[src/rtl/core/ssc_pkg.sv]
// shared types, codes and crc functions for the sensor frame builder and checker
package ssc_pkg;

  localparam int unsigned SSC_QUEUE_DEPTH = 4;

  localparam logic [7:0] CRC_POLY = 8'h1D;
  localparam logic [7:0] CRC_INIT = 8'hFF;

  localparam logic [3:0] LOCK_CODE = 4'hA;
  localparam logic [5:0] LOCK_ADDR_LO = 6'h04;
  localparam logic [5:0] LOCK_ADDR_HI = 6'h12;
  localparam logic [3:0] WRITE_LEN = 4'd1;

  localparam int unsigned BIT_ANGLE_OK = 12;
  localparam int unsigned BIT_IFACE_OK = 13;
  localparam int unsigned BIT_SYSTEM_OK = 14;

  localparam logic REQ_START = 1'b0;
  localparam logic REQ_WORD = 1'b1;

  localparam logic [1:0] KIND_CMD = 2'd0;
  localparam logic [1:0] KIND_ECHO = 2'd1;
  localparam logic [1:0] KIND_DATA = 2'd2;
  localparam logic [1:0] KIND_STATUS = 2'd3;

  localparam logic [2:0] ST_OK = 3'd0;
  localparam logic [2:0] ST_ECHO = 3'd1;
  localparam logic [2:0] ST_ANGLE = 3'd2;
  localparam logic [2:0] ST_IFACE = 3'd3;
  localparam logic [2:0] ST_SYSTEM = 3'd4;
  localparam logic [2:0] ST_CRC = 3'd5;

  typedef enum logic [1:0] {
    OP_CMD,
    OP_ECHO,
    OP_DATA,
    OP_SAFETY
  } op_t;

  typedef struct packed {
    op_t         op;
    logic [15:0] word;
    logic        fail;
  } entry_t;

  function automatic logic [7:0] crc_byte(input logic [7:0] crc, input logic [7:0] b);
    logic [7:0] c;
    c = crc ^ b;
    for (int i = 0; i < 8; i++) begin
      if (c[7]) begin
        c = {c[6:0], 1'b0} ^ CRC_POLY;
      end else begin
        c = {c[6:0], 1'b0};
      end
    end
    return c;
  endfunction

  function automatic logic [7:0] crc_word(input logic [7:0] crc, input logic [15:0] w);
    return crc_byte(crc_byte(crc, w[15:8]), w[7:0]);
  endfunction

endpackage

[src/rtl/core/ssc_if.sv]
// request and result channel interfaces
interface ssc_req_if;
  logic        valid;
  logic        ready;
  logic        req_type;
  logic        is_write;
  logic [5:0]  address;
  logic [3:0]  count;
  logic        buffered;
  logic [15:0] rx_word;

  modport source (output valid, req_type, is_write, address, count, buffered, rx_word,
                  input ready);
  modport sink (input valid, req_type, is_write, address, count, buffered, rx_word,
                output ready);
endinterface


[src/rtl/core/ssc_front.sv]
// front end: frame sequencing, command build and echo compare
module ssc_front (
  input  logic            clk,
  input  logic            rst,
  ssc_req_if.sink         req,
  input  logic            q_full,
  output logic            push,
  output ssc_pkg::entry_t push_entry
);
  import ssc_pkg::*;

  typedef enum logic [1:0] {
    PH_IDLE,
    PH_ECHO,
    PH_DATA,
    PH_SAFETY
  } phase_t;

  phase_t      phase;
  phase_t      phase_next;
  logic [15:0] sent_command;
  logic [15:0] cmd;
  logic [4:0]  words_left;
  logic [4:0]  words_left_next;
  logic        echo_failed;
  logic        echo_failed_next;
  logic        fire;
  logic        lock;
  logic        mismatch;

  assign req.ready = !q_full;
  assign fire = req.valid && req.ready;
  assign lock = (req.address > LOCK_ADDR_LO) && (req.address < LOCK_ADDR_HI);
  assign mismatch = (req.rx_word != sent_command);

  always_comb begin
    cmd[15] = !req.is_write;
    cmd[14:11] = lock ? LOCK_CODE : 4'h0;
    cmd[10] = req.is_write ? 1'b0 : req.buffered;
    cmd[9:4] = req.address;
    cmd[3:0] = req.is_write ? WRITE_LEN : req.count;
  end

  always_comb begin
    phase_next = phase;
    words_left_next = words_left;
    echo_failed_next = echo_failed;
    push = 1'b0;
    push_entry.op = OP_CMD;
    push_entry.word = req.rx_word;
    push_entry.fail = 1'b0;
    if (req.req_type == REQ_START) begin
      phase_next = PH_ECHO;
      words_left_next = req.is_write ? 5'd1 : {1'b0, req.count};
      echo_failed_next = 1'b0;
      push = fire;
      push_entry.word = cmd;
    end else begin
      case (phase)
        PH_ECHO: begin
          echo_failed_next = mismatch;
          phase_next = (words_left != '0) ? PH_DATA : PH_SAFETY;
          push = fire;
          push_entry.op = OP_ECHO;
          push_entry.fail = mismatch;
        end
        PH_DATA: begin
          if (words_left != '0) begin
            words_left_next = words_left - 1'b1;
          end
          if (words_left_next == '0) begin
            phase_next = PH_SAFETY;
          end
          push = fire && !echo_failed;
          push_entry.op = OP_DATA;
        end
        PH_SAFETY: begin
          phase_next = PH_IDLE;
          push = fire;
          push_entry.op = OP_SAFETY;
          push_entry.fail = echo_failed;
        end
        default: begin
          push = 1'b0;
        end
      endcase
    end
  end

  always_ff @(posedge clk) begin
    if (rst) begin
      phase <= PH_IDLE;
      words_left <= '0;
      echo_failed <= 1'b0;
      sent_command <= '0;
    end else if (fire) begin
      phase <= phase_next;
      words_left <= words_left_next;
      echo_failed <= echo_failed_next;
      if (req.req_type == REQ_START) begin
        sent_command <= cmd;
      end
    end
  end

endmodule

[src/flat_wrapper.sv]
// flat-port wrapper written by rule: the top's interface ports become plain ports
module ssc_front_flat import ssc_pkg::*;
  (clk, rst, q_full, push, push_entry, req_valid, req_req_type, req_is_write, req_address, req_count, req_buffered, req_rx_word, req_ready);
  ssc_req_if req_i ();
  input  logic clk;
  input  logic rst;
  input  logic q_full;
  output logic push;
  output ssc_pkg::entry_t push_entry;
  input wire logic [$bits(req_i.valid)-1:0] req_valid;
  input wire logic [$bits(req_i.req_type)-1:0] req_req_type;
  input wire logic [$bits(req_i.is_write)-1:0] req_is_write;
  input wire logic [$bits(req_i.address)-1:0] req_address;
  input wire logic [$bits(req_i.count)-1:0] req_count;
  input wire logic [$bits(req_i.buffered)-1:0] req_buffered;
  input wire logic [$bits(req_i.rx_word)-1:0] req_rx_word;
  output wire logic [$bits(req_i.ready)-1:0] req_ready;
  assign req_i.valid = req_valid;
  assign req_i.req_type = req_req_type;
  assign req_i.is_write = req_is_write;
  assign req_i.address = req_address;
  assign req_i.count = req_count;
  assign req_i.buffered = req_buffered;
  assign req_i.rx_word = req_rx_word;
  assign req_ready = req_i.ready;
  ssc_front u_core (.clk(clk), .rst(rst), .req(req_i), .q_full(q_full), .push(push), .push_entry(push_entry));
endmodule
[config.mk]
export PLATFORM = sky130hd
export DESIGN_NAME = ssc_front_flat
export DESIGN_NICKNAME = d
export VERILOG_FILES = /design/src/rtl/core/ssc_pkg.sv /design/src/rtl/core/ssc_if.sv /design/src/rtl/core/ssc_front.sv /design/src/flat_wrapper.sv
export SDC_FILE = /design/constraint.sdc
export NUM_CORES = 1
export LEC_CHECK = 0
export ABC_AREA = 1
export ABC_CLOCK_PERIOD_IN_PS = 1730
export BUFFER_PORTS_ARGS = -buffer_cell sky130_fd_sc_hd__buf_2
export CORE_ASPECT_RATIO = 0.7
export CORE_MARGIN = 2
export CORE_UTILIZATION = 49
export DETAILED_ROUTE_END_ITERATION = 10
export GPL_TIMING_DRIVEN = 0
export MAX_ROUTING_LAYER = met4
export PLACE_DENSITY_LB_ADDON = 0.3
export SETUP_SLACK_MARGIN = 0.3
export SLEW_MARGIN = 20
export SYNTH_ARGS = -nofsm -noshare
export SYNTH_HDL_FRONTEND = slang
export SYNTH_SLANG_ARGS = --single-unit
[constraint.sdc]
create_clock -name clk -period 1.73 [get_ports clk]
set_input_delay 0.173 -clock clk [delete_from_list [all_inputs] [get_ports clk]]
set_output_delay 0.173 -clock clk [all_outputs]
set_load 0.03 [all_outputs]
# Word-level counts from Yosys, hierarchy flattened
# Cells that the tools add are included.
# totals
regBits	24
memories	0
mem_bits_rw	0
mem_bits_ro	0
latch_bits	0
inputBits	33
# op_classes
reduce_logical	13
muxes	22
n_lt_le_gt_ge	2
multipliers	0
n_div	0
n_bitwise	1
addsub	1
eq_ne	8
n_shift	0
# ops
cell	count
two-way mux 5 bit	5
two-way mux 16 bit	1
inequality test 16 bit	1
two-way mux 4 bit	3
one-hot mux 2 bit (3 select lines)	2
greater-than comparator 6 x 3 -> 1 bit, second input constant	1
< comparator 6 x 5 -> 1 bit, second input constant	1
two-way mux 1 bit	6
two-way mux 2 bit	3
AND reduction 2 bit	3
logical NOT 5 bit	1
nonzero test 5 bit	1
subtractor 5 x 1 -> 5 bit, second input constant	1
equality test 2 bit, second input constant	2
inequality test 2 x 1 -> 1 bit, second input constant	2
inequality test 4 x 1 -> 1 bit, second input constant	1
one-hot mux 1 bit (2 select lines)	2
logical AND 1 bit	3
logical NOT 1 bit	3
inequality test 3 x 2 -> 1 bit, second input constant	1
AND reduction 3 bit	1
equality test 2 x 1 -> 1 bit, second input constant	1
OR reduction 2 bit	1
inverter 1 bit	1

# Logic depth before layout (Yosys ltp)
# Gate-level depths: netlist of run 1.
# depth
ltp_word	8
mapped_depth	12
mapped_depth_nobuf	12

# Least setup slack after synthesis of run 1
# No wires, ideal clock.
# synth_path
kind	input to output
start	in req_req_type
end	out push_entry[13] (netlist name)
t_required_ns	1.557
slack_ns	0.255
t_arrival_ns	1.302
path_stages	4
n_path_buf	2
path_cell_list	buf_2 inv_1 buf_2 o21ai_0
# synth_lines
item	line_no	text
start, declared	flat_wrapper.sv:11	input wire logic [$bits(req_i.req_type)-1:0] req_req_type;
end, declared	flat_wrapper.sv:9	output ssc_pkg::entry_t push_entry;

==> flow_summary.yaml, run 1 <==
cts:
  root_buffer: "clkbuf_8"
  worstSkewPairLatency_ns: 0.27
  cts_buffers: 3
  h-tree-depth: 1
  cts_tree: "yes"
  holdBufCountCts: 0
  path_clk_slew_ns: 0.08
  cts.sinks: 21
  clock_path_buffers: 2
final_layout:
  design_area_sq_mm: 0.00190
  drive_gt1_share_pct: 33.9
  fin_nets: 330
  antenna_cells: 0
  finalNonFillerCells: 331
  syn_to_final_growth_pct: 34.6
critical_path:
  critPathArrivalTime_ns: 1.47
  critPathKind: "reg -> out"
  worstReg2RegStart: "u_core.words_left[1]$_SDFFE_PP0P_"
  required_ns: 1.56
  rr_worst_depth: 12
  reg2reg_to: "u_core.phase[0]$_SDFFE_PP0P_"
  r2r_slack_ns: 0.34
  cp_max_fo: 2
  worstSetupStartpointType: "flop"
  endpoint_kind: "primary output"
synthesis:
  ys_types: 27
  syn-num-nets: 265
  yosys.area.top_type_share_pct: 29.7
  synth_area_leader_cell: "dfxtp_1"
  synthCells: 231
  yosys_register_bits: 21
  netlist_area_sq_mm: 0.00141
  ys_seq_area_share_pct: 29.7
  synth-warning-count: 0
  synth_area_leaders: "dfxtp_1 (30%), nand2_1 (20%), o21ai_0 (8.5%)"
  syn_avg_cell_area_sq_um: 6.12
drt:
  wl_um: 3960
  routed-via-count: 1684
  dr.pass1.iters: 4
  wire_per_inst_um: 12.0
  ant_nets: 0
  remaining_drc_errors: 0
  drtIter0Drc: 79
  vias_per_cell: 5.09
power_and_ir_drop:
  clock_power_share_pct: 25.7
  p_sw_mw: 0.454
  pwr-share-seq_pct: 40.4
  peakVddDrop_v: 0.000577
  p_int_mw: 0.832
  pwr-share-comb_pct: 33.9
  power_density_mw_per_mm2: 676
  netSwitchingFraction_pct: 35.3
  power_leakage_nw: 0.953
  power_mw: 1.29
floorplan:
  placementRows: 16
  die_h_um: 48.9
  ios: 54
  die_area_sq_mm: 0.00334
  die_x_um: 68.2
  start_util_pct: 51.2
  core_area_sq_mm: 0.00276
sta:
  max_slew_margin_pct: 69.7
  max_freq_ghz: 0.607
  fin_tns_setup_ns: 0
  worst_pin_slew_ns: 0.455
  period_share_pct: 95.2
  fin_ws_ns: 0.0824
  slew_violations: 0
  setup_violations: 0
  skew_ns: 0.00516
  finalHoldViolations: 0
  fin_crit_ns: 1.65
  rsz0062_at_grt: "true"
worst_hold_path:
  hold_end: "u_core.phase[0]$_SDFFE_PP0P_"
  holdCritPathClass: "in -> reg"
  whs_path_depth: 2
  min_from: "rst"
placed_design:
  dp.cells: 319
  dpl_cell_area_sq_mm: 0.00172
  dpl.hpwl_um: 2970
  portBuffers: 52
  place_ws_ns: 0.235
  gp_congestion: 0.877
grt:
  grt_max_degree: 12
  grt_use_total_pct: 24.1
  overflow: 0
  grt_pass1_wl_um: 5890
  antenna_found_initial: 0
  grt_pass1_vias: 1279
run:
  cap_viol_max_count: 0
status:
  status: "completed"
power groups by stage:
stage / Combinational [mW] / Clock [mW] / Sequential (mW)
global placement: 0.369 / 0 / 0.529
finish: 0.436 / 0.330 / 0.520
global route: 0.475 / 0.358 / 0.522
floorplan: 0.252 / 0 / 0.526
detailed placement: 0.372 / 0 / 0.529
CTS: 0.383 / 0.333 / 0.519
critical path, stage by stage, from the launching register on:
cell and delay, ns:
dfxtp_2 0.33, xor2_1 0.15, nor2_1 0.15, nand3_1 0.11, nor2_2 0.13, nand3_1 0.08
nand3_1 0.08, inv_1 0.05, buf_6 0.13
final cells by class:
| cell class | count | area (sq um) |
|---|---|---|
| Tap cell | 36 | 45.0 |
| Inverter | 31 | 119 |
| Fill cell | 260 | 860 |
| Clock buffer | 4 | 45.0 |
| Buffer | 6 | 28.8 |
| Multi-Input combinational cell | 173 | 901 |
| Timing Repair Buffer | 60 | 333 |
| Sequential cell | 21 | 432 |
layer usage:
| metal | vias to the layer above | track usage (%) | share of wire [%] |
|---|---|---|---|
| li1 | 872 | - | - |
| met4 | 0 | 5.00 | 0.86 |
| met2 | 67 | 32.0 | 39 |
| met1 | 738 | 36.5 | 52 |
| met3 | 7 | 5.77 | 8.0 |
| met5 | - | - | 0 |
metrics by stage:
stage               hold slack (ns)  util [%]
floorplan                     0.235         -
global placement              0.421      62.2
detailed placement            0.415      62.2
CTS                           0.133      65.0
global route                  0.142      68.9
finish                        0.140      68.9
how the worst max path moves through the flow:
stage	cells after the start	slack, ns	from	to
3_3_place_gp	10	0.24	u_core.words_left[0]$_SDFFE_PP0P_	u_core.phase[0]$_SDFFE_PP0P_
5_1_grt	8	-0.05	u_core.sent_command[15]$_SDFFE_PP0P_	push_entry[0]
6_report	8	0.08	u_core.sent_command[15]$_SDFFE_PP0P_	push_entry[0]
3_5_place_dp	12	0.23	u_core.words_left[0]$_SDFFE_PP0P_	u_core.phase[0]$_SDFFE_PP0P_
4_1_cts	10	0.08	u_core.sent_command[8]$_SDFFE_PP0P_	push_entry[0]
2_1_floorplan	4	0.26	req_req_type	push_entry[13]
cells by family (layout without fill, tap and decap cells):
kind of cell	after synthesis	count (layout)	share of synthesized area, %
xor+xnor	6	6	3.72
compound gates	48	48	18.1
flops	21	21	29.7
fa+ha+maj	1	1	0.885
buf+inv	37	101	10.2
simple gates	118	118	37.4
registers in the layout, indices dropped and copies added, names as in the netlist:
| name | count |
|---|---|
| u_core.echo_failed | 1 |
| u_core.sent_command | 13 |
| u_core.words_left | 5 |
| u_core.phase | 2 |
cell usage in the layout, fill, tap and decap left out, types with 5 or more instances in the layout:
master and instances:
nand2_1 71, buf_2 54, inv_1 24, o21ai_0 24
nor2_1 16, dfxtp_1 16, a21oi_1 15, nand3_1 9
buf_4 8, inv_2 6, xnor2_1 5, nand2_2 5
what timing repair did:
item                                    CTS  global route
buffers inserted                          1             7
gates resized for setup                   9            24
endpoints found under the setup margin    4            14
pin swaps                                 3            12
endpoints found under the hold margin     0             0
Yosys cell counts:
| cell type | n |
|---|---|
| nand4_1 | 4 |
| or2_2 | 1 |
| xnor2_1 | 5 |
| dfxtp_1 | 21 |
| nor2_2 | 1 |
| o21ai_0 | 24 |
| a31oi_1 | 4 |
| a21oi_2 | 1 |
| ha_1 | 1 |
| clkbuf_1 | 2 |
| nand2_1 | 76 |
| nor3b_1 | 1 |
| nand3_4 | 1 |
| a211oi_1 | 1 |
| inv_1 | 29 |
| nand2_4 | 1 |
| a21oi_1 | 16 |
| nor2_4 | 2 |
| nor2_1 | 18 |
| nor3_1 | 1 |
| inv_2 | 2 |
| nor2_8 | 1 |
| buf_2 | 4 |
| o31ai_1 | 1 |
| o22ai_1 | 1 |
| nand3_1 | 11 |
| xor2_1 | 1 |
Power figures use the tool's default switching activity.
==> inputs of run 2 (changes only) <==
Settings changed: ABC_AREA 1 to unset, CORE_UTILIZATION 49 to 48, SETUP_SLACK_MARGIN 0.3 to unset.
==> flow_summary.yaml, run 2 <==
critical_path:
  worstReg2RegStart: "u_core.words_left[0]$_SDFFE_PP0P_"
  critPathKind: "reg -> out"
  reg2reg_to: "u_core.phase[0]$_SDFFE_PP0P_"
  r2r_slack_ns: 0.07
  crit_slowest_cell: "nor4_1"
  rr_worst_depth: 6
  critical_path.cell_chain: "xnor2_1 > nand4_1 > nor4_1 > nand3_2 > o211a_1 > buf_6"
  critPathCapture: "push_entry[0]"
  endpoint_kind: "primary output"
  cp-startpoint: "u_core.sent_command[0]$_SDFFE_PP0P_"
  critPathArrivalTime_ns: 1.81
  timing.critical_path.max_delay_family: "simple AND/OR/NAND/NOR gates"
  required_ns: 1.56
  crit_cells: 6
  max_stage_delay_ns: 0.37
  cp_max_fo: 2
  worstSetupStartpointType: "flop"
  crit_buf_inv: 1
sta:
  skew_ns: 0.00108
  worst_pin_slew_ns: 0.514
  period_share_pct: 114
  fin_crit_ns: 1.98
  rsz0062_at_grt: "true"
  setup_violations: 1
  slew_violations: 0
  finalHoldViolations: 0
  fin_ws_ns: -0.250
  max_freq_ghz: 0.505
  fin_hold_ws_ns: 0.176
  max_slew_margin_pct: 65.7
drt:
  routed-via-count: 1514
  remaining_drc_errors: 0
  wire_per_inst_um: 13.8
  wl_um: 3790
  ant_nets: 0
  dr.pass1.iters: 4
  drtIter0Drc: 72
  vias_per_cell: 5.51
placed_design:
  gp_congestion: 0.808
  portBuffers: 53
  dpl.hpwl_um: 2870
  dpl_cell_area_sq_mm: 0.00167
  place_ws_ns: -0.158
  dp.cells: 267
synthesis:
  syn-num-nets: 212
  syn_avg_cell_area_sq_um: 7.65
  synthCells: 178
  netlist_area_sq_mm: 0.00136
  yosysMostFrequentCell: "nand2_1"
  yosys.area.top_type_share_pct: 30.9
  yosys_most_used_dff: "dfxtp_1"
  async_flop_share_pct: 0
  synth_area_leader_cell: "dfxtp_1"
  ys_types: 40
  synth_edf_count: 0
  ys_seq_area_share_pct: 30.9
  ys_top_cells_by_count: "nand2_1 (26), a21oi_1 (24), dfxtp_1 (21)"
  synth-warning-count: 0
  synth_area_leaders: "dfxtp_1 (31%), a21oi_1 (8.8%), nand2_1 (7.2%)"
  yosys_register_bits: 21
cts:
  cts_tree: "yes"
  cts_buffers: 3
  cts.sinks: 21
  clock_path_buffers: 2
  h-tree-depth: 1
  worstSkewPairLatency_ns: 0.26
  path_clk_slew_ns: 0.08
  root_buffer: "clkbuf_8"
grt:
  grt_pass1_wl_um: 6010
  antenna_found_initial: 0
  overflow: 0
  grt_use_total_pct: 24.4
  grt_pass1_vias: 1305
  grt_max_degree: 12
power_and_ir_drop:
  power_leakage_nw: 0.789
  p_int_mw: 0.806
  netSwitchingFraction_pct: 32.7
  peakVddDrop_v: 0.000535
  clock_power_share_pct: 27.6
  p_sw_mw: 0.392
  pwr-share-comb_pct: 29.7
  pwr-share-seq_pct: 42.6
  power_density_mw_per_mm2: 660
floorplan:
  die_x_um: 67.7
  placementRows: 16
  ios: 54
  die_h_um: 48.6
  die_area_sq_mm: 0.00329
  core_area_sq_mm: 0.00274
  start_util_pct: 49.7
run:
  cap_viol_max_count: 0
status:
  status: "complete, but fails checks"
  violations: "negative setup slack"
final_layout:
  fill_cells: 255
  largest_registers: "u_core.sent_command x13, u_core.words_left x5, u_core.phase x2"
  syn_to_final_growth_pct: 33.2
  finalNonFillerCells: 275
  final_common_cell: "buf_2"
  drive_gt1_share_pct: 34.3
  regMostFlops: "u_core.sent_command"
  utilization_pct: 66.2
  antenna_cells: 0
  final_cell_mix: "buf_2 (54), nand2_1 (26), a21oi_1 (24)"
  design_area_sq_mm: 0.00182
  largest_reg_flops: 13
  fin_nets: 274
worst_hold_path:
  holdCritPathClass: "in -> reg"
  whs_path_depth: 3
## run 2: cell count changes in the layout (fill, tap and decap cells not counted), moves of 5 or more
cell / before / now
nand2_1: 71 / 26
nand2b_1: 0 / 7
nand2_2: 5 / 0
a21oi_1: 15 / 24
o21ai_0: 24 / 7
xor2_1: 1 / 8
inv_1: 24 / 4
mux2_2: 0 / 6
nand3_1: 9 / 3
## run 2: worst min-delay path by stage
stage                              start                                    to  slack [ns]
after floorplan             req_is_write  u_core.sent_command[15]$_SDFFE_PP0P_        0.27
after global placement    req_address[1]   u_core.sent_command[5]$_SDFFE_PP0P_        0.45
after detailed placement  req_address[1]   u_core.sent_command[5]$_SDFFE_PP0P_        0.45
after CTS                 req_address[3]   u_core.sent_command[7]$_SDFFE_PP0P_        0.18
after global routing        req_count[1]   u_core.sent_command[1]$_SDFFE_PP0P_        0.19
final                     req_address[3]   u_core.sent_command[7]$_SDFFE_PP0P_        0.18
## run 2: logic make-up (layout without fill, tap and decap cells)
kind of cell             Yosys count  in the layout  synth area share (%)
flip-flops                        21             21                  30.9
AO/OA/AOI/OAI                     51             51                  23.8
multiplexers                       8              8                  6.52
adder cells (fa/ha/maj)            1              1                 0.918
XOR/XNOR                          12             12                  7.71
AND/OR/NAND/NOR                   71             71                  26.2
buffers and inverters             14             75                  4.04
## run 2: power by group through the flow
stage / clock (mW) / sequential [mW] / combinational [mW]
floorplan: 0 / 0.519 / 0.210
finish: 0.331 / 0.511 / 0.356
global route: 0.347 / 0.513 / 0.386
detailed placement: 0 / 0.522 / 0.323
CTS: 0.329 / 0.511 / 0.337
global placement: 0 / 0.522 / 0.319
## run 2: cell type report
cell class	instances	area, sq um	share of cell area, %
Multi-Input combinational cell	143	942	51.9
Clock buffer	4	45.0	2.48
Tap cell	36	45.0	2.48
Timing Repair Buffer	57	302	16.6
Sequential cell	21	427	23.5
Buffer	7	28.8	1.59
Inverter	7	26.3	1.45
## run 2: stage by stage
step	total power, mW	setup TNS, ns
finish	1.20	-0.250
global route	1.25	-0.290
detailed placement	0.845	-0.279
floorplan	0.730	0
CTS	1.18	-0.257
global placement	0.841	-0.163
## run 2: worst reg2reg max path, stage by stage, from the launching register on
cell,delay [ns]
dfxtp_4,0.38
inv_2,0.06
ha_4,0.17
nor2b_1,0.14
a2111o_1,0.47
a2111oi_4,0.22
o31a_1,0.18
## run 2: per-layer routing
metal / track usage (%) / up-vias / share of wire [%]
met4: 3.06 / 0 / 0.48
met3: 5.12 / 4 / 7.9
li1: - / 751 / -
met1: 35.8 / 690 / 47
met5: - / - / 0
met2: 35.6 / 69 / 44
## run 2: what timing repair did
action	4_1_cts	5_1_grt
setup endpoints to repair	2	2
gates resized for setup	12	3
setup buffers	1	3
pin swaps	5	4
hold buffers	0	0
==> inputs of run 3 (changes only) <==
Settings changed: ABC_CLOCK_PERIOD_IN_PS 1730 to 1600, CORE_UTILIZATION 48 to 43.
Clock period 1.73 ns to 1.6 ns, I/O delays scaled along.
==> flow_summary.yaml, run 3 (synthesis results as in run 2) <==
cts:
  holdBufCountCts: 0
  cts.sinks: 21
  root_buffer: "clkbuf_8"
  path_clk_slew_ns: 0.08
  h-tree-depth: 1
  cts_tree: "yes"
  cts_buffers: 3
  worstSkewPairLatency_ns: 0.26
  clock_path_buffers: 2
critical_path:
  r2r_slack_ns: 0.01
  critPathArrivalTime_ns: 1.79
  required_ns: 1.44
  rr_worst_depth: 6
  worstSetupStartpointType: "flop"
  reg2reg_to: "u_core.phase[0]$_SDFFE_PP0P_"
  critPathKind: "reg -> out"
  cp_max_fo: 2
  worstReg2RegStart: "u_core.words_left[0]$_SDFFE_PP0P_"
  endpoint_kind: "primary output"
final_layout:
  largest_reg_flops: 13
  syn_to_final_growth_pct: 39.2
  largest_registers: "u_core.sent_command x13, u_core.words_left x5, u_core.phase x2"
  antenna_cells: 0
  final_cell_mix: "buf_2 (54), nand2_1 (25), a21oi_1 (19)"
  fin_nets: 278
  drive_gt1_share_pct: 40.3
  utilization_pct: 61.5
  final_common_cell: "buf_2"
  regMostFlops: "u_core.sent_command"
floorplan:
  start_util_pct: 44.2
  core_area_sq_mm: 0.00308
  die_h_um: 51.1
  ios: 54
  placementRows: 17
  die_area_sq_mm: 0.00364
  die_x_um: 71.3
sta:
  finalHoldViolations: 0
  worst_pin_slew_ns: 0.568
  fin_crit_ns: 1.95
  max_slew_margin_pct: 62.1
  period_share_pct: 122
  fin_ws_ns: -0.346
  setup_violations: 1
  slew_violations: 0
  rsz0062_at_grt: "true"
  max_freq_ghz: 0.514
  fin_hold_ws_ns: 0.156
  skew_ns: 0.00121
power_and_ir_drop:
  peakVddDrop_v: 0.000582
  power_density_mw_per_mm2: 690
  power_mw: 1.31
  power_leakage_nw: 0.818
drt:
  routed-via-count: 1521
  wire_per_inst_um: 13.8
  routed-wl-met3_um: 248
  wl_um: 3880
  m1WireLength_um: 2000
  ant_nets: 0
  met2_wirelength_um: 1610
  highest_layer: "met4"
  vias_per_cell: 5.41
  remaining_drc_errors: 0
  drtIter0Drc: 88
  dr.pass1.iters: 4
status:
  status: "complete, but fails checks"
  violations: "negative setup slack"
placed_design:
  gp_congestion: 0.843
  portBuffers: 53
  dpl.hpwl_um: 2910
worst_hold_path:
  hold_end: "u_core.sent_command[7]$_SDFFE_PP0P_"
  whs_path_depth: 3
  holdCritPathClass: "in -> reg"
  min_from: "req_address[3]"
grt:
  antenna_found_initial: 0
  grt_pass1_vias: 1306
  grt_pass1_wl_um: 6010
  overflow: 0
  grt_use_total_pct: 21.9
  grt_max_degree: 12
run:
  cap_viol_max_count: 0
[run 3: worst max-delay path by stage]
stage / startpoint / end
5_1_grt: u_core.sent_command[14]$_SDFFE_PP0P_ / push_entry[0]
3_5_place_dp: u_core.sent_command[14]$_SDFFE_PP0P_ / push_entry[0]
2_1_floorplan: u_core.words_left[1]$_SDFFE_PP0P_ / u_core.phase[0]$_SDFFE_PP0P_
3_3_place_gp: u_core.sent_command[14]$_SDFFE_PP0P_ / push_entry[0]
4_1_cts: u_core.sent_command[14]$_SDFFE_PP0P_ / push_entry[0]
6_report: u_core.sent_command[14]$_SDFFE_PP0P_ / push_entry[0]
[run 3: timing repair]
item | in CTS | in global routing
gates resized for setup | 11 | 15
setup endpoints to repair | 4 | 5
setup buffers | 4 | 4
pin swaps | 6 | 11
[run 3: final cells by class]
type | instances | area, sq um
inverters | 7 | 31.3
fillers | 296 | 1190
repair buffers | 61 | 332
well taps | 38 | 47.5
flip-flops and latches | 21 | 427
plain buffers | 7 | 30.0
multi-input cells | 143 | 985
clock buffers | 4 | 45.0
[run 3: critical path, cell delays in order (launching register included)]
cell and delay, ns:
dfxtp_2 0.32, or3_4 0.33, a2111oi_4 0.32, nand3_2 0.15
o211a_4 0.27, buf_6 0.13
[run 3: power by group]
group	internal, mW	switching [mW]	leakage [nW]
Clock	0.178	0.175	0.0228
Sequential	0.538	0.0153	0.172
Combinational	0.165	0.238	0.623
Total	0.881	0.428	0.818
[run 3: per-stage QoR]
step	setup TNS [ns]	setup slack [ns]	cells	cell area, sq um
3_3_place_gp	-0.385	-0.275	269	1690
4_1_cts	-0.378	-0.378	277	1810
6_report	-0.346	-0.346	281	1900
5_1_grt	-0.458	-0.411	281	1900
2_1_floorplan	-0.0102	-0.0102	178	1370
3_5_place_dp	-0.396	-0.268	269	1690
[run 3: routing by layer]
metal	GRT usage, %	vias up
li1	-	752
met1	31.9	707
met2	31.3	58
met3	4.93	4
met4	3.77	0
met5	-	-
